==> src/hw/rtl/drpi_pkg.sv <==
// Shared types, constants and tables for the dead-reckoning position integrator.
// No dependencies; every other RTL module refers to it by scoped names.
package drpi_pkg;

    // Build-time sizing
    localparam int CORDIC_ITERATIONS = 16;
    localparam int POSITION_WIDTH    = 40;
    localparam int ITER_W            = $clog2(CORDIC_ITERATIONS);
    localparam int OUT_POS_W         = 40;
    localparam int POS_SUM_W         = POSITION_WIDTH + 1;

    // APB port
    localparam int APB_ADDR_W = 4;
    localparam int APB_DATA_W = 32;

    // Angles in 1/16 degree
    localparam int HALF_TURN    = 2880;
    localparam int FULL_TURN    = 5760;
    localparam int QUARTER_TURN = 1440;

    // Degree-to-binary-angle conversion: a * 2^32 / 5760 = a * 2^25 / 45
    localparam int TURN_DIV      = 45;
    localparam int RECIP_45      = 1457;
    localparam int RECIP_SHIFT   = 16;
    localparam int BAM_PER_STEP  = 745654;
    localparam int BAM_ROUND_R   = 23;
    localparam int BAM_K_SHIFT   = 25;

    // CORDIC start gain, Q1.30
    localparam int CORDIC_K_Q30 = 652032874;

    // Shared multiplier and product accumulator
    localparam int MUL_W      = 24;
    localparam int PROD_W     = 2 * MUL_W;
    localparam int SPLIT_W    = 18;
    localparam int P_MAG_W    = 2 * SPLIT_W;
    localparam int ACC_W      = 60;
    localparam int FRAC_SHIFT = 30;

    // Position limits
    localparam logic signed [POSITION_WIDTH-1:0] POS_MAX =
        {1'b0, {(POSITION_WIDTH-1){1'b1}}};
    localparam logic signed [POSITION_WIDTH-1:0] POS_MIN =
        {1'b1, {(POSITION_WIDTH-1){1'b0}}};

    // Register reset values
    localparam int SPEED_GAIN_RST    = 18186;
    localparam int STEP_SCALE_RST    = 25166;
    localparam int SEND_INTERVAL_RST = 150;

    typedef enum logic [1:0] {
        REG_ENABLE        = 2'd0,
        REG_SPEED_GAIN    = 2'd1,
        REG_STEP_SCALE    = 2'd2,
        REG_SEND_INTERVAL = 2'd3
    } reg_idx_t;

    typedef struct packed {
        logic        enable;
        logic [15:0] speed_gain;
        logic [23:0] step_scale;
        logic [15:0] send_interval_ms;
    } cfg_t;

    typedef struct packed {
        logic        mul_en;
        logic        acc_load;
        logic        acc_add;
    } mac_cmd_t;

    typedef struct packed {
        logic        start;
        logic        neg;
        logic [31:0] angle;
    } cordic_req_t;

    typedef enum logic [4:0] {
        ST_IDLE,
        ST_MUL_SPD,
        ST_MUL_P,
        ST_ANGLE,
        ST_ZQ,
        ST_ZR,
        ST_CORDIC,
        ST_TRIG,
        ST_MXL,
        ST_MXH,
        ST_ACX,
        ST_SAT_X,
        ST_MYL,
        ST_MYH,
        ST_ACY,
        ST_SAT_Y,
        ST_DONE
    } dr_state_t;

    typedef enum logic [1:0] {
        CS_IDLE,
        CS_ROTATE,
        CS_FINISH
    } cordic_state_t;

    // Arctangent of 2^-i in binary angle units (2^32 per turn)
    function automatic logic [31:0] atan_bam(input logic [4:0] idx);
        logic [31:0] val;
        unique case (idx)
            5'd0:    val = 32'd536870912;
            5'd1:    val = 32'd316933406;
            5'd2:    val = 32'd167458907;
            5'd3:    val = 32'd85004756;
            5'd4:    val = 32'd42667331;
            5'd5:    val = 32'd21354465;
            5'd6:    val = 32'd10679838;
            5'd7:    val = 32'd5340245;
            5'd8:    val = 32'd2670163;
            5'd9:    val = 32'd1335087;
            5'd10:   val = 32'd667544;
            5'd11:   val = 32'd333772;
            5'd12:   val = 32'd166886;
            5'd13:   val = 32'd83443;
            5'd14:   val = 32'd41722;
            5'd15:   val = 32'd20861;
            5'd16:   val = 32'd10430;
            5'd17:   val = 32'd5215;
            5'd18:   val = 32'd2608;
            5'd19:   val = 32'd1304;
            5'd20:   val = 32'd652;
            5'd21:   val = 32'd326;
            5'd22:   val = 32'd163;
            5'd23:   val = 32'd81;
            default: val = 32'd0;
        endcase
        return val;
    endfunction

endpackage

==> src/hw/rtl/drpi_regs.sv <==
// APB configuration registers of the position integrator.
// Depends on drpi_pkg for register indexes, reset values and cfg_t.
module drpi_regs (
    input  logic                              aclk,
    input  logic                              aresetn,
    input  logic                              psel,
    input  logic                              penable,
    input  logic                              pwrite,
    input  logic [drpi_pkg::APB_ADDR_W-1:0]   paddr,
    input  logic [drpi_pkg::APB_DATA_W-1:0]   pwdata,
    output logic [drpi_pkg::APB_DATA_W-1:0]   prdata,
    output logic                              pready,
    output drpi_pkg::cfg_t                    cfg
);

    drpi_pkg::cfg_t      cfg_reg;
    drpi_pkg::reg_idx_t  idx;
    logic                wr_en;

    assign idx    = drpi_pkg::reg_idx_t'(paddr[3:2]);
    assign wr_en  = psel && penable && pwrite && pready;
    assign pready = 1'b1;
    assign cfg    = cfg_reg;

    // Write the addressed register
    always_ff @(posedge aclk) begin
        if (!aresetn) begin
            cfg_reg.enable           <= 1'b0;
            cfg_reg.speed_gain       <= 16'(drpi_pkg::SPEED_GAIN_RST);
            cfg_reg.step_scale       <= 24'(drpi_pkg::STEP_SCALE_RST);
            cfg_reg.send_interval_ms <= 16'(drpi_pkg::SEND_INTERVAL_RST);
        end else if (wr_en) begin
            unique case (idx)
                drpi_pkg::REG_ENABLE:        cfg_reg.enable           <= pwdata[0];
                drpi_pkg::REG_SPEED_GAIN:    cfg_reg.speed_gain       <= pwdata[15:0];
                drpi_pkg::REG_STEP_SCALE:    cfg_reg.step_scale       <= pwdata[23:0];
                drpi_pkg::REG_SEND_INTERVAL: cfg_reg.send_interval_ms <= pwdata[15:0];
                default: ;
            endcase
        end
    end

    // Read back the addressed register
    always_comb begin
        unique case (idx)
            drpi_pkg::REG_ENABLE:        prdata = 32'(cfg_reg.enable);
            drpi_pkg::REG_SPEED_GAIN:    prdata = 32'(cfg_reg.speed_gain);
            drpi_pkg::REG_STEP_SCALE:    prdata = 32'(cfg_reg.step_scale);
            drpi_pkg::REG_SEND_INTERVAL: prdata = 32'(cfg_reg.send_interval_ms);
            default:                     prdata = '0;
        endcase
    end

endmodule

==> src/hw/rtl/drpi_mac.sv <==
// Shared 24x24 unsigned multiplier with a product accumulator.
// Depends on drpi_pkg for widths and the mac_cmd_t command struct.
module drpi_mac (
    input  logic                           aclk,
    input  drpi_pkg::mac_cmd_t             cmd,
    input  logic [drpi_pkg::MUL_W-1:0]     op_a,
    input  logic [drpi_pkg::MUL_W-1:0]     op_b,
    output logic [drpi_pkg::PROD_W-1:0]    prod,
    output logic [drpi_pkg::ACC_W-1:0]     acc
);

    logic [drpi_pkg::PROD_W-1:0] prod_reg;
    logic [drpi_pkg::ACC_W-1:0]  acc_reg;
    logic [drpi_pkg::ACC_W-1:0]  hi_part;

    assign prod    = prod_reg;
    assign acc     = acc_reg;
    assign hi_part = (drpi_pkg::ACC_W)'({prod_reg, {drpi_pkg::SPLIT_W{1'b0}}});

    // Register the product, then load it as the lower or add it as the upper partial product
    always_ff @(posedge aclk) begin
        if (cmd.mul_en) begin
            prod_reg <= (drpi_pkg::PROD_W)'(op_a) * (drpi_pkg::PROD_W)'(op_b);
        end
        priority if (cmd.acc_load) begin
            acc_reg <= (drpi_pkg::ACC_W)'(prod_reg);
        end else if (cmd.acc_add) begin
            acc_reg <= acc_reg + hi_part;
        end
    end

endmodule

==> src/hw/rtl/drpi_cordic.sv <==
// Iterative CORDIC rotator: one shift-add step per cycle, cos/sin in Q1.30.
// Depends on drpi_pkg for the iteration count, start gain and atan table.
module drpi_cordic (
    input  logic                  aclk,
    input  logic                  aresetn,
    input  drpi_pkg::cordic_req_t req,
    output logic                  done,
    output logic signed [31:0]    cos_out,
    output logic signed [31:0]    sin_out
);

    drpi_pkg::cordic_state_t         state_reg, state_next;
    logic [drpi_pkg::ITER_W-1:0]     iter_reg;
    logic signed [31:0]              x_reg, y_reg, z_reg;
    logic                            neg_reg;
    logic                            done_reg;
    logic                            load, rotate, finish, last;
    logic signed [31:0]              dx, dy, atan_c;

    assign last    = (iter_reg == (drpi_pkg::ITER_W)'(drpi_pkg::CORDIC_ITERATIONS - 1));
    assign done    = done_reg;
    assign cos_out = x_reg;
    assign sin_out = y_reg;

    // Sequence: load, rotate N times, fold the sign back
    always_comb begin
        state_next = state_reg;
        unique case (state_reg)
            drpi_pkg::CS_IDLE:   if (req.start) state_next = drpi_pkg::CS_ROTATE;
            drpi_pkg::CS_ROTATE: if (last) state_next = drpi_pkg::CS_FINISH;
            drpi_pkg::CS_FINISH: state_next = drpi_pkg::CS_IDLE;
            default:             state_next = drpi_pkg::CS_IDLE;
        endcase
    end

    always_comb begin
        load   = 1'b0;
        rotate = 1'b0;
        finish = 1'b0;
        unique case (state_reg)
            drpi_pkg::CS_IDLE:   load   = req.start;
            drpi_pkg::CS_ROTATE: rotate = 1'b1;
            drpi_pkg::CS_FINISH: finish = 1'b1;
            default: ;
        endcase
    end

    // One micro-rotation
    assign dx     = y_reg >>> iter_reg;
    assign dy     = x_reg >>> iter_reg;
    assign atan_c = signed'(drpi_pkg::atan_bam(5'(iter_reg)));

    always_ff @(posedge aclk) begin
        if (!aresetn) begin
            state_reg <= drpi_pkg::CS_IDLE;
            done_reg  <= 1'b0;
        end else begin
            state_reg <= state_next;
            done_reg  <= finish;
        end
    end

    always_ff @(posedge aclk) begin
        priority if (load) begin
            x_reg    <= 32'(drpi_pkg::CORDIC_K_Q30);
            y_reg    <= '0;
            z_reg    <= signed'(req.angle);
            neg_reg  <= req.neg;
            iter_reg <= '0;
        end else if (rotate) begin
            if (!z_reg[31]) begin
                x_reg <= x_reg - dx;
                y_reg <= y_reg + dy;
                z_reg <= z_reg - atan_c;
            end else begin
                x_reg <= x_reg + dx;
                y_reg <= y_reg - dy;
                z_reg <= z_reg + atan_c;
            end
            iter_reg <= iter_reg + 1'b1;
        end else if (finish && neg_reg) begin
            x_reg <= -x_reg;
            y_reg <= -y_reg;
        end
    end

endmodule

==> src/hw/rtl/dead_reckoning_position_integrator.sv <==
// Top level of the 2-D dead-reckoning position integrator: sequencer and datapath.
// Depends on drpi_pkg, drpi_regs, drpi_mac and drpi_cordic.
//
// Each tick item carries elapsed milliseconds, IMU yaw (1/16 degree) and wheel speed
// (cm/s). The millisecond timer accumulates on every tick. A tick that arrives while
// enable is 0 is absorbed in its accept cycle and s_ready stays high. An enabled tick
// runs through one shared 24x24 multiplier and one iterative CORDIC unit and keeps
// s_ready low until the sequencer returns to ST_IDLE. The CORDIC loop runs one
// rotation per cycle. The multiplier forms the corrected speed and the step product,
// and four of its passes form the X and Y partial products. When the timer has
// reached send_interval_ms on an enabled tick, one result item is written to the
// output register. It holds there until m_ready takes it. If an older result still
// waits, the block stalls at the end of the tick. Registers sit on an APB port:
// enable at 0x0, speed_gain at 0x4, step_scale at 0x8 and send_interval_ms at 0xC.
module dead_reckoning_position_integrator (
    input  logic                             aclk,
    input  logic                             aresetn,
    input  logic                             psel,
    input  logic                             penable,
    input  logic                             pwrite,
    input  logic [drpi_pkg::APB_ADDR_W-1:0]  paddr,
    input  logic [drpi_pkg::APB_DATA_W-1:0]  pwdata,
    output logic [drpi_pkg::APB_DATA_W-1:0]  prdata,
    output logic                             pready,
    input  logic                             s_valid,
    output logic                             s_ready,
    input  logic [9:0]                       s_elapsed_ms,
    input  logic signed [13:0]               s_yaw_angle,
    input  logic signed [10:0]               s_wheel_speed,
    output logic                             m_valid,
    input  logic                             m_ready,
    output logic signed [12:0]               m_heading_out,
    output logic signed [39:0]               m_x_position,
    output logic signed [39:0]               m_y_position_neg,
    output logic signed [12:0]               m_speed_out
);

    drpi_pkg::cfg_t         cfg;
    drpi_pkg::dr_state_t    state_reg, state_next;
    drpi_pkg::mac_cmd_t     mac_cmd;
    drpi_pkg::cordic_req_t  cordic_req;

    logic [drpi_pkg::MUL_W-1:0]   mac_a, mac_b;
    logic [drpi_pkg::PROD_W-1:0]  prod;
    logic [drpi_pkg::ACC_W-1:0]   acc;
    logic                         cordic_done;
    logic signed [31:0]           cos_q30, sin_q30;

    logic                         s_accept;
    logic [16:0]                  timer_sum;
    logic [15:0]                  timer_sat;
    logic                         report_c;
    logic                         load_out;

    // Control and accumulated state
    logic [15:0]                  timer_reg;
    logic                         report_reg;
    logic signed [drpi_pkg::POSITION_WIDTH-1:0] pos_x_reg, pos_y_reg;
    logic                         m_valid_reg;

    // Per-item payload
    logic signed [13:0]           yaw_reg;
    logic signed [10:0]           spd_reg;
    logic [11:0]                  corr_mag_reg;
    logic signed [12:0]           corr_reg;
    logic [drpi_pkg::P_MAG_W-1:0] p_mag_reg;
    logic signed [13:0]           sh_reg;
    logic [10:0]                  amag_reg;
    logic                         asign_reg, fold_reg;
    logic [5:0]                   k_reg;
    logic [23:0]                  cmag_reg, smag_reg;
    logic                         csign_reg, ssign_reg;

    // Output registers
    logic signed [12:0]           heading_reg, speed_reg;
    logic signed [39:0]           x_out_reg, y_out_reg;

    // Combinational datapath terms
    logic [10:0]                  spd_mag_c;
    logic [11:0]                  corr_mag_c;
    logic signed [13:0]           sh_c, wrap_c, fold_c;
    logic                         fold_flag_c;
    logic [10:0]                  k45_c;
    logic [5:0]                   r_c;
    logic [31:0]                  zmag_c, z_c;
    logic signed [23:0]           c8_c, s8_c;
    logic signed [drpi_pkg::POSITION_WIDTH-1:0] pos_sel_c, sat_c, ny_c;
    logic                         neg_sel_c;
    logic [drpi_pkg::POS_SUM_W-1:0] pos_ext_c, dmag_c, delta_c, sum_c;

    drpi_regs u_regs (
        .aclk    (aclk),
        .aresetn (aresetn),
        .psel    (psel),
        .penable (penable),
        .pwrite  (pwrite),
        .paddr   (paddr),
        .pwdata  (pwdata),
        .prdata  (prdata),
        .pready  (pready),
        .cfg     (cfg)
    );

    drpi_mac u_mac (
        .aclk (aclk),
        .cmd  (mac_cmd),
        .op_a (mac_a),
        .op_b (mac_b),
        .prod (prod),
        .acc  (acc)
    );

    drpi_cordic u_cordic (
        .aclk    (aclk),
        .aresetn (aresetn),
        .req     (cordic_req),
        .done    (cordic_done),
        .cos_out (cos_q30),
        .sin_out (sin_q30)
    );

    assign s_ready  = (state_reg == drpi_pkg::ST_IDLE);
    assign s_accept = s_valid && s_ready;

    // Saturating millisecond timer and report decision
    assign timer_sum = 17'(timer_reg) + 17'(s_elapsed_ms);
    assign timer_sat = timer_sum[16] ? 16'hFFFF : timer_sum[15:0];
    assign report_c  = (timer_sat >= cfg.send_interval_ms);

    // Speed magnitude and corrected-speed magnitude taken from the product
    assign spd_mag_c  = spd_reg[10] ? 11'(-spd_reg) : 11'(spd_reg);
    assign corr_mag_c = prod[25:14];

    // Shift yaw by a half turn, wrap into one turn, fold into +/- a quarter turn
    always_comb begin
        sh_c = yaw_reg[13] ? yaw_reg + 14'(drpi_pkg::HALF_TURN)
                           : yaw_reg - 14'(drpi_pkg::HALF_TURN);
        priority if (sh_c >= 14'(drpi_pkg::HALF_TURN)) begin
            wrap_c = sh_c - 14'(drpi_pkg::FULL_TURN);
        end else if (sh_c < -14'(drpi_pkg::HALF_TURN)) begin
            wrap_c = sh_c + 14'(drpi_pkg::FULL_TURN);
        end else begin
            wrap_c = sh_c;
        end
        fold_flag_c = 1'b1;
        priority if (wrap_c > 14'(drpi_pkg::QUARTER_TURN)) begin
            fold_c = wrap_c - 14'(drpi_pkg::HALF_TURN);
        end else if (wrap_c < -14'(drpi_pkg::QUARTER_TURN)) begin
            fold_c = wrap_c + 14'(drpi_pkg::HALF_TURN);
        end else begin
            fold_c      = wrap_c;
            fold_flag_c = 1'b0;
        end
    end

    // Binary angle: k * 2^25 + floor(r * 2^25 / 45), with |a| = 45k + r
    assign k45_c  = 11'(k_reg) * 11'(drpi_pkg::TURN_DIV);
    assign r_c    = 6'(amag_reg - k45_c);
    assign zmag_c = (32'(k_reg) << drpi_pkg::BAM_K_SHIFT)
                  + 32'(r_c) * 32'(drpi_pkg::BAM_PER_STEP)
                  + 32'(r_c >= 6'(drpi_pkg::BAM_ROUND_R));
    assign z_c    = asign_reg ? -zmag_c : zmag_c;

    // Trig values scaled to Q.22
    assign c8_c = 24'(cos_q30 >>> 8);
    assign s8_c = 24'(sin_q30 >>> 8);

    // Shared saturating accumulate for X and Y
    always_comb begin
        pos_sel_c = (state_reg == drpi_pkg::ST_SAT_Y) ? pos_y_reg : pos_x_reg;
        neg_sel_c = corr_reg[12]
                  ^ ((state_reg == drpi_pkg::ST_SAT_Y) ? ssign_reg : csign_reg);
        pos_ext_c = (drpi_pkg::POS_SUM_W)'(pos_sel_c);
        dmag_c    = (drpi_pkg::POS_SUM_W)'(acc[drpi_pkg::ACC_W-1:drpi_pkg::FRAC_SHIFT]);
        delta_c   = neg_sel_c ? (~dmag_c + (drpi_pkg::POS_SUM_W)'(1)) : dmag_c;
        sum_c     = pos_ext_c + delta_c;
        if (sum_c[drpi_pkg::POS_SUM_W-1] != sum_c[drpi_pkg::POS_SUM_W-2]) begin
            sat_c = sum_c[drpi_pkg::POS_SUM_W-1] ? drpi_pkg::POS_MIN : drpi_pkg::POS_MAX;
        end else begin
            sat_c = signed'(sum_c[drpi_pkg::POSITION_WIDTH-1:0]);
        end
    end

    assign ny_c = (pos_y_reg == drpi_pkg::POS_MIN) ? drpi_pkg::POS_MAX : -pos_y_reg;

    // Sequencer: next state
    always_comb begin
        state_next = state_reg;
        unique case (state_reg)
            drpi_pkg::ST_IDLE:    if (s_accept && cfg.enable) state_next = drpi_pkg::ST_MUL_SPD;
            drpi_pkg::ST_MUL_SPD: state_next = drpi_pkg::ST_MUL_P;
            drpi_pkg::ST_MUL_P:   state_next = drpi_pkg::ST_ANGLE;
            drpi_pkg::ST_ANGLE:   state_next = drpi_pkg::ST_ZQ;
            drpi_pkg::ST_ZQ:      state_next = drpi_pkg::ST_ZR;
            drpi_pkg::ST_ZR:      state_next = drpi_pkg::ST_CORDIC;
            drpi_pkg::ST_CORDIC:  if (cordic_done) state_next = drpi_pkg::ST_TRIG;
            drpi_pkg::ST_TRIG:    state_next = drpi_pkg::ST_MXL;
            drpi_pkg::ST_MXL:     state_next = drpi_pkg::ST_MXH;
            drpi_pkg::ST_MXH:     state_next = drpi_pkg::ST_ACX;
            drpi_pkg::ST_ACX:     state_next = drpi_pkg::ST_SAT_X;
            drpi_pkg::ST_SAT_X:   state_next = drpi_pkg::ST_MYL;
            drpi_pkg::ST_MYL:     state_next = drpi_pkg::ST_MYH;
            drpi_pkg::ST_MYH:     state_next = drpi_pkg::ST_ACY;
            drpi_pkg::ST_ACY:     state_next = drpi_pkg::ST_SAT_Y;
            drpi_pkg::ST_SAT_Y:   state_next = drpi_pkg::ST_DONE;
            drpi_pkg::ST_DONE: begin
                if (!report_reg || !m_valid_reg || m_ready) state_next = drpi_pkg::ST_IDLE;
            end
            default:              state_next = drpi_pkg::ST_IDLE;
        endcase
    end

    // Sequencer: unit commands and operand selection
    always_comb begin
        mac_cmd          = '0;
        mac_a            = '0;
        mac_b            = '0;
        cordic_req.start = 1'b0;
        cordic_req.neg   = fold_reg;
        cordic_req.angle = z_c;
        load_out         = 1'b0;
        unique case (state_reg)
            drpi_pkg::ST_MUL_SPD: begin
                mac_cmd.mul_en = 1'b1;
                mac_a          = 24'(spd_mag_c);
                mac_b          = 24'(cfg.speed_gain);
            end
            drpi_pkg::ST_MUL_P: begin
                mac_cmd.mul_en = 1'b1;
                mac_a          = 24'(corr_mag_c);
                mac_b          = cfg.step_scale;
            end
            drpi_pkg::ST_ZR: cordic_req.start = 1'b1;
            drpi_pkg::ST_MXL: begin
                mac_cmd.mul_en = 1'b1;
                mac_a          = 24'(p_mag_reg[drpi_pkg::SPLIT_W-1:0]);
                mac_b          = cmag_reg;
            end
            drpi_pkg::ST_MXH: begin
                mac_cmd.mul_en   = 1'b1;
                mac_cmd.acc_load = 1'b1;
                mac_a            = 24'(p_mag_reg[drpi_pkg::P_MAG_W-1:drpi_pkg::SPLIT_W]);
                mac_b            = cmag_reg;
            end
            drpi_pkg::ST_ACX: mac_cmd.acc_add = 1'b1;
            drpi_pkg::ST_MYL: begin
                mac_cmd.mul_en = 1'b1;
                mac_a          = 24'(p_mag_reg[drpi_pkg::SPLIT_W-1:0]);
                mac_b          = smag_reg;
            end
            drpi_pkg::ST_MYH: begin
                mac_cmd.mul_en   = 1'b1;
                mac_cmd.acc_load = 1'b1;
                mac_a            = 24'(p_mag_reg[drpi_pkg::P_MAG_W-1:drpi_pkg::SPLIT_W]);
                mac_b            = smag_reg;
            end
            drpi_pkg::ST_ACY: mac_cmd.acc_add = 1'b1;
            drpi_pkg::ST_DONE: load_out = report_reg && (!m_valid_reg || m_ready);
            default: ;
        endcase
    end

    // Control state: sequencer, timer, accumulators, output valid
    always_ff @(posedge aclk) begin
        if (!aresetn) begin
            state_reg   <= drpi_pkg::ST_IDLE;
            timer_reg   <= '0;
            report_reg  <= 1'b0;
            pos_x_reg   <= '0;
            pos_y_reg   <= '0;
            m_valid_reg <= 1'b0;
        end else begin
            state_reg <= state_next;
            if (s_accept) begin
                report_reg <= cfg.enable && report_c;
                timer_reg  <= (cfg.enable && report_c) ? 16'd0 : timer_sat;
            end
            if (state_reg == drpi_pkg::ST_SAT_X) pos_x_reg <= sat_c;
            if (state_reg == drpi_pkg::ST_SAT_Y) pos_y_reg <= sat_c;
            priority if (load_out) begin
                m_valid_reg <= 1'b1;
            end else if (m_ready) begin
                m_valid_reg <= 1'b0;
            end
        end
    end

    // Per-item payload and output registers
    always_ff @(posedge aclk) begin
        if (s_accept) begin
            yaw_reg <= s_yaw_angle;
            spd_reg <= s_wheel_speed;
        end
        unique case (state_reg)
            drpi_pkg::ST_MUL_P: corr_mag_reg <= corr_mag_c;
            drpi_pkg::ST_ANGLE: begin
                p_mag_reg <= prod[drpi_pkg::P_MAG_W-1:0];
                corr_reg  <= spd_reg[10] ? -signed'(13'(corr_mag_reg))
                                         : signed'(13'(corr_mag_reg));
                sh_reg    <= sh_c;
                amag_reg  <= fold_c[13] ? 11'(-fold_c) : 11'(fold_c);
                asign_reg <= fold_c[13];
                fold_reg  <= fold_flag_c;
            end
            drpi_pkg::ST_ZQ: begin
                k_reg <= 6'((22'(amag_reg) * 22'(drpi_pkg::RECIP_45)) >> drpi_pkg::RECIP_SHIFT);
            end
            drpi_pkg::ST_TRIG: begin
                cmag_reg  <= c8_c[23] ? 24'(-c8_c) : 24'(c8_c);
                smag_reg  <= s8_c[23] ? 24'(-s8_c) : 24'(s8_c);
                csign_reg <= c8_c[23];
                ssign_reg <= s8_c[23];
            end
            default: ;
        endcase
        if (load_out) begin
            heading_reg <= 13'(-sh_reg);
            x_out_reg   <= (drpi_pkg::OUT_POS_W)'(pos_x_reg);
            y_out_reg   <= (drpi_pkg::OUT_POS_W)'(ny_c);
            speed_reg   <= corr_reg;
        end
    end

    assign m_valid          = m_valid_reg;
    assign m_heading_out    = heading_reg;
    assign m_x_position     = x_out_reg;
    assign m_y_position_neg = y_out_reg;
    assign m_speed_out      = speed_reg;

endmodule

==> config.mk <==
export PLATFORM = sky130hd
export DESIGN_NAME = dead_reckoning_position_integrator
export DESIGN_NICKNAME = d
export VERILOG_FILES = /design/src/hw/rtl/drpi_pkg.sv /design/src/hw/rtl/drpi_regs.sv /design/src/hw/rtl/drpi_mac.sv /design/src/hw/rtl/drpi_cordic.sv /design/src/hw/rtl/dead_reckoning_position_integrator.sv
export SDC_FILE = /design/constraint.sdc
export NUM_CORES = 2
export LEC_CHECK = 0
export ABC_AREA = 1
export BUFFER_PORTS_ARGS = -buffer_cell sky130_fd_sc_hd__clkbuf_2
export CORE_MARGIN = 5
export CORE_UTILIZATION = 35
export CTS_CLUSTER_DIAMETER = 30
export DETAILED_ROUTE_END_ITERATION = 12
export GPL_ROUTABILITY_DRIVEN = 0
export RECOVER_POWER = 25
export SLEW_MARGIN = 40
export SYNTH_ARGS = -nofsm -noshare
export SYNTH_HDL_FRONTEND = slang
export SYNTH_SLANG_ARGS = --single-unit
==> constraint.sdc <==
create_clock -name aclk -period 8.8 [get_ports aclk]
set_input_delay 0.88 -clock aclk [delete_from_list [all_inputs] [get_ports aclk]]
set_output_delay 0.88 -clock aclk [all_outputs]
set_load 0.005 [all_outputs]
==> report_table.html <==
<table>
<tr><th>Metric</th><th>Value</th></tr>
<tr><th colspan="2">Yosys</th></tr>
<tr><td>Number of flops mapped to enable cells by yosys</td><td>378</td></tr>
<tr><td>Proportion of register bits with asynchronous set or reset after synthesis</td><td>0</td></tr>
<tr><td>Cell Area, Synth</td><td>62700 um^2</td></tr>
<tr><td>Avg Inst Size Synth</td><td>7.57 um^2</td></tr>
<tr><td>Synth warnings</td><td>0</td></tr>
<tr><td>Proportion of netlist area held by the largest area contributor</td><td>0.181</td></tr>
<tr><td>Number of library cell types mapped by synthesis</td><td>83</td></tr>
<tr><td>Cell types with the highest counts after synthesis</td><td>1610 x nand2_1, 1439 x inv_1, 736 x nor2_1</td></tr>
<tr><td>Gate count of the mapped netlist</td><td>8281</td></tr>
<tr><td>Dominant cell type by area after synthesis</td><td>edfxtp_1</td></tr>
<tr><td>Cell with the most instances after synthesis</td><td>nand2_1</td></tr>
<tr><td>Share of synthesized area occupied by flip-flops and latches</td><td>0.268</td></tr>
<tr><td>Number of synthesized register bits</td><td>651</td></tr>
<tr><td>Synth top area cells</td><td>edfxtp_1 18%, fa_1 13%, nand2_1 9.6%, ha_1 9.1%, dfxtp_1 8.7%</td></tr>
<tr><td>Flip-flop cell with the highest count after synthesis</td><td>edfxtp_1</td></tr>
<tr><th colspan="2">Floorplan</th></tr>
<tr><td>Chip height</td><td>433 um</td></tr>
<tr><td>Initial cell density of the core</td><td>0.352</td></tr>
<tr><td>Number of top-level pins</td><td>219</td></tr>
<tr><td>Core Region</td><td>178000 um^2</td></tr>
<tr><td>Width of the chip</td><td>roughly 430 um</td></tr>
<tr><td>Number of placement rows</td><td>155</td></tr>
<tr><td>Full die area</td><td>188000 um^2</td></tr>
<tr><th colspan="2">Clock tree</th></tr>
<tr><td>Max H-tree Level</td><td>4</td></tr>
<tr><td>CTS tree</td><td>built</td></tr>
<tr><td>CTS root buf</td><td>clkbuf_16</td></tr>
<tr><td>Clk sinks</td><td>roughly 650</td></tr>
<tr><td>Number of buffers created by CTS</td><td>around 170</td></tr>
<tr><td>Maximum number of buffers from clock root to sink</td><td>3</td></tr>
<tr><td>Worst-skew pair later-pin latency</td><td>0.82 ns</td></tr>
<tr><td>CTS clk-pin slew, worst paths</td><td>roughly 0.050 ns</td></tr>
<tr><th colspan="2">Worst setup path</th></tr>
<tr><td>Crit-path leading delay family</td><td>adder cells</td></tr>
<tr><td>Startpoint of the worst-slack reg-to-reg timing path</td><td>state_reg[4]</td></tr>
<tr><td>Critical path depth in cells</td><td>27</td></tr>
<tr><td>Kind of end point of the critical path</td><td>register</td></tr>
<tr><td>Critical Path AT</td><td>8.76 ns</td></tr>
<tr><td>Crit-path max cell delay</td><td>0.54 ns</td></tr>
<tr><td>Critical Path Start Type</td><td>register</td></tr>
<tr><td>Crit Path Class</td><td>reg2reg</td></tr>
<tr><td>Cell with the largest stage delay on the worst path</td><td>fa_1</td></tr>
<tr><td>Required @ worst endpoint</td><td>approximately 9.4 ns</td></tr>
<tr><td>Most common cell type on the critical path</td><td>fa_1</td></tr>
<tr><td>Worst reg2reg path endpoint</td><td>u_mac.prod[34]</td></tr>
<tr><td>Top fanout value on the critical path</td><td>14</td></tr>
<tr><td>Worst Reg2Reg Path Length in Cells</td><td>27</td></tr>
<tr><td>Crit path buf inv count</td><td>5</td></tr>
<tr><td>Reg-to-reg slack, setup</td><td>0.59 ns</td></tr>
<tr><th colspan="2">Power</th></tr>
<tr><td>Comb pwr share</td><td>0.434</td></tr>
<tr><td>Pwr dens</td><td>~260 nW/um^2</td></tr>
<tr><td>Total power consumption of the routed design</td><td>between 15000 and 20000 uW</td></tr>
<tr><td>Internal Dissipation</td><td>10600 uW</td></tr>
<tr><td>Share of total power in the clock network</td><td>0.342</td></tr>
<tr><td>Flop pwr share</td><td>0.224</td></tr>
<tr><td>Leakage Power</td><td>0.0343 uW</td></tr>
<tr><td>Sw Ratio</td><td>0.430</td></tr>
<tr><td>Reported net switching power</td><td>8010 uW</td></tr>
<tr><td>Maximum resistive drop on vdd</td><td>0.186 mV</td></tr>
<tr><th colspan="2">Global route</th></tr>
<tr><td>Via count of the first global-routing pass</td><td>55800</td></tr>
<tr><td>Antenna violations before repair</td><td>16</td></tr>
<tr><td>Global-route layer with the greatest usage</td><td>met2</td></tr>
<tr><td>GR Util All Layers</td><td>0.208</td></tr>
<tr><td>Pin count of the biggest net entering global routing</td><td>a little over 80</td></tr>
<tr><td>Met2 Resource Use GR</td><td>0.354</td></tr>
<tr><td>Met1 Track Usage GR</td><td>0.255</td></tr>
<tr><td>Met3 track utilization from global routing</td><td>0.0311</td></tr>
<tr><td>Remaining Overflow, GRT</td><td>0</td></tr>
<tr><td>Global-route wire length before repair</td><td>310 mm</td></tr>
<tr><th colspan="2">Placement</th></tr>
<tr><td>Placed cell count</td><td>10700</td></tr>
<tr><td>Buffers added on ports</td><td>between 150 and 200</td></tr>
<tr><td>Half-perimeter wire length after placement</td><td>158 mm</td></tr>
<tr><td>Placed Instance Area</td><td>66400 um^2</td></tr>
<tr><td>Setup WS pre-CTS</td><td>0.412 ns</td></tr>
<tr><th colspan="2">STA</th></tr>
<tr><td>Max-slew violation count</td><td>263</td></tr>
<tr><td>Final hold vios</td><td>0</td></tr>
<tr><td>Final min period</td><td>8.21 ns</td></tr>
<tr><td>Setup-failing EPs final</td><td>0</td></tr>
<tr><td>Final critical-path share of the clock period</td><td>0.933</td></tr>
<tr><td>Min setup slack post-route</td><td>0.592 ns</td></tr>
<tr><td>Max Clock Skew</td><td>about 0.088 ns</td></tr>
<tr><td>Transition time at the pin with the least slew margin</td><td>roughly 2.9 ns</td></tr>
<tr><td>Highest clock rate</td><td>roughly 0.12 GHz</td></tr>
<tr><td>RSZ-0062 raised after global routing</td><td>false</td></tr>
<tr><td>Total negative slack</td><td>0 ns</td></tr>
<tr><td>Slew HR</td><td>-0.910</td></tr>
<tr><th colspan="2">Min path</th></tr>
<tr><td>Hold wc startpoint</td><td>s_wheel_speed[7]</td></tr>
<tr><td>Endpoint of the worst hold path</td><td>spd_reg[7]</td></tr>
<tr><td>Hold Path Class</td><td>in2reg</td></tr>
<tr><td>Worst Hold Path Cells</td><td>1</td></tr>
<tr><th colspan="2">Routing</th></tr>
<tr><td>Vias per cell</td><td>between 5 and 6</td></tr>
<tr><td>Number of violations reported at the end of detailed-routing iteration 0</td><td>4534</td></tr>
<tr><td>Detailed-router iteration count before antenna repair</td><td>7</td></tr>
<tr><td>Via count of the routed design</td><td>roughly 57000</td></tr>
<tr><td>Antenna viol nets, final</td><td>0</td></tr>
<tr><td>WL per Instance</td><td>18.1 um</td></tr>
<tr><td>Total Routed Length</td><td>199 mm</td></tr>
<tr><td>Final routed DRC violation total</td><td>0</td></tr>
<tr><th colspan="2">Layout</th></tr>
<tr><td>Non-filler cells, final</td><td>11000</td></tr>
<tr><td>Share of layout cells above drive strength 1</td><td>0.0834</td></tr>
<tr><td>Number of nets at the end of the flow</td><td>9416</td></tr>
<tr><td>Flip-flop count of the largest register after layout</td><td>between 50 and 60</td></tr>
<tr><td>Synth-to-layout area growth</td><td>15.5%</td></tr>
<tr><td>Fin area</td><td>just over 70000 um^2</td></tr>
<tr><th colspan="2">Status</th></tr>
<tr><td>Status</td><td>complete, but fails checks</td></tr>
<tr><td>Failing checks</td><td>max-capacitance violations, max-slew violations</td></tr>
<tr><th colspan="2">Run</th></tr>
<tr><td>Reported max-cap violation count</td><td>6</td></tr>
</table>
==> logic make-up (layout without fill, tap and decap cells) <==
| kind of cell | after synthesis | in the layout | share of synthesized area |
|---|---|---|---|
| buffers and inverters | 1746 | 2086 | 0.108 |
| adder cells (fa/ha/maj) | 855 | 855 | 0.218 |
| XOR/XNOR | 404 | 404 | 0.0567 |
| other | 2 | 25 | 0.000120 |
| AO/OA/AOI/OAI | 1604 | 1604 | 0.145 |
| flip-flops | 651 | 651 | 0.268 |
| multiplexers | 45 | 45 | 0.00738 |
| AND/OR/NAND/NOR | 2974 | 2974 | 0.197 |
==> metrics by stage <==
stage / hold slack, ns / utilization
2_1_floorplan: 0.399 / -
3_3_place_gp: 0.403 / 0.372
3_5_place_dp: 0.408 / 0.372
4_1_cts: 0.168 / 0.406
5_1_grt: 0.186 / 0.406
6_report: 0.228 / 0.406
==> routing by layer <==
metal,routed length [um],part of all wire
met1,82200,0.41
met4,10700,0.054
met3,11200,0.056
met2,95000,0.48
met5,0,0
==> placed cells by master, fill, tap and decap left out, types with 17 or more instances in the layout <==
cell type	netlist	routed
xnor2_1	114	114
nor2_1	736	725
nor4_1	37	37
o211ai_1	90	90
a21o_1	18	18
or2_2	21	21
o221ai_1	27	23
nor3_1	112	108
clkbuf_16	0	173
dfxtp_1	273	270
a221oi_1	29	29
o31ai_1	20	20
xor2_1	288	288
fa_1	398	398
o21ai_1	51	53
a21boi_0	17	17
clkbuf_2	1	191
nand2_1	1610	1610
o21bai_1	17	17
nand4_1	56	56
edfxtp_1	378	378
mux2i_1	44	44
buf_4	14	97
nand3_1	322	321
clkinv_1	10	18
clkbuf_1	196	31
a21oi_1	533	532
a22o_1	20	20
o21ai_0	631	628
inv_1	1439	1435
a31oi_1	62	62
o21a_1	25	25
clkinv_2	0	22
ha_1	457	457
==> cell type report <==
| type | instances | area [um^2] |
|---|---|---|
| sequential | 651 | 16800 |
| clock buffer | 199 | 4540 |
| inverter | 1465 | 5510 |
| multi-input combinational | 5891 | 39300 |
| fill | 18100 | 106000 |
| timing repair buffer | 307 | 1800 |
| tap | 2355 | 2950 |
| clock inverter | 115 | 1480 |
| antenna | 16 | 40.0 |
==> power groups by stage <==
stage	Combinational, uW	Clock [uW]	Sequential [uW]
finish	8090	6370	4170
global route	9090	6650	4190
CTS	8010	6460	4160
detailed placement	7940	0	4210
global placement	7830	0	4210
floorplan	6010	0	3970
==> worst reg2reg max path, cell delays in order, from the launching register on <==
cell	delay (ns)
dfxtp_1	0.37
inv_1	0.15
nand3_1	0.17
nor2_4	0.24
clkinv_1	0.47
o22ai_1	0.47
clkinv_1	0.39
nor2_1	0.25
fa_1	0.48
fa_1	0.53
fa_1	0.52
fa_1	0.54
fa_1	0.54
inv_1	0.05
fa_1	0.54
inv_1	0.06
ha_1	0.35
nand2_1	0.09
nor2_1	0.18
nand2_1	0.07
nor2_1	0.16
a21oi_1	0.13
o21ai_1	0.26
a21boi_0	0.19
o21a_1	0.24
o21ai_1	0.24
a21oi_1	0.13
xnor2_1	0.15
==> worst max path at each step <==
stage | start | end | slack, ns
finish | state_reg[4] | u_mac.prod[34] | 0.59
floorplan | state_reg[1] | u_mac.prod[34] | 1.06
detailed placement | state_reg[4] | u_mac.prod[34] | 0.41
CTS | state_reg[4] | u_mac.prod[34] | 0.39
global route | state_reg[4] | u_mac.prod[34] | 0.006
global placement | state_reg[4] | u_mac.prod[34] | 0.23
==> timing repair <==
| item | 4_1_cts | 5_1_grt |
|---|---|---|
| hold buffers | 0 | 0 |
| setup buffers | 0 | 1 |
| endpoints found under the setup margin | 0 | 7 |
| gates resized for setup | 0 | 8 |
No activity file was read; power rests on OpenSTA's default activity.
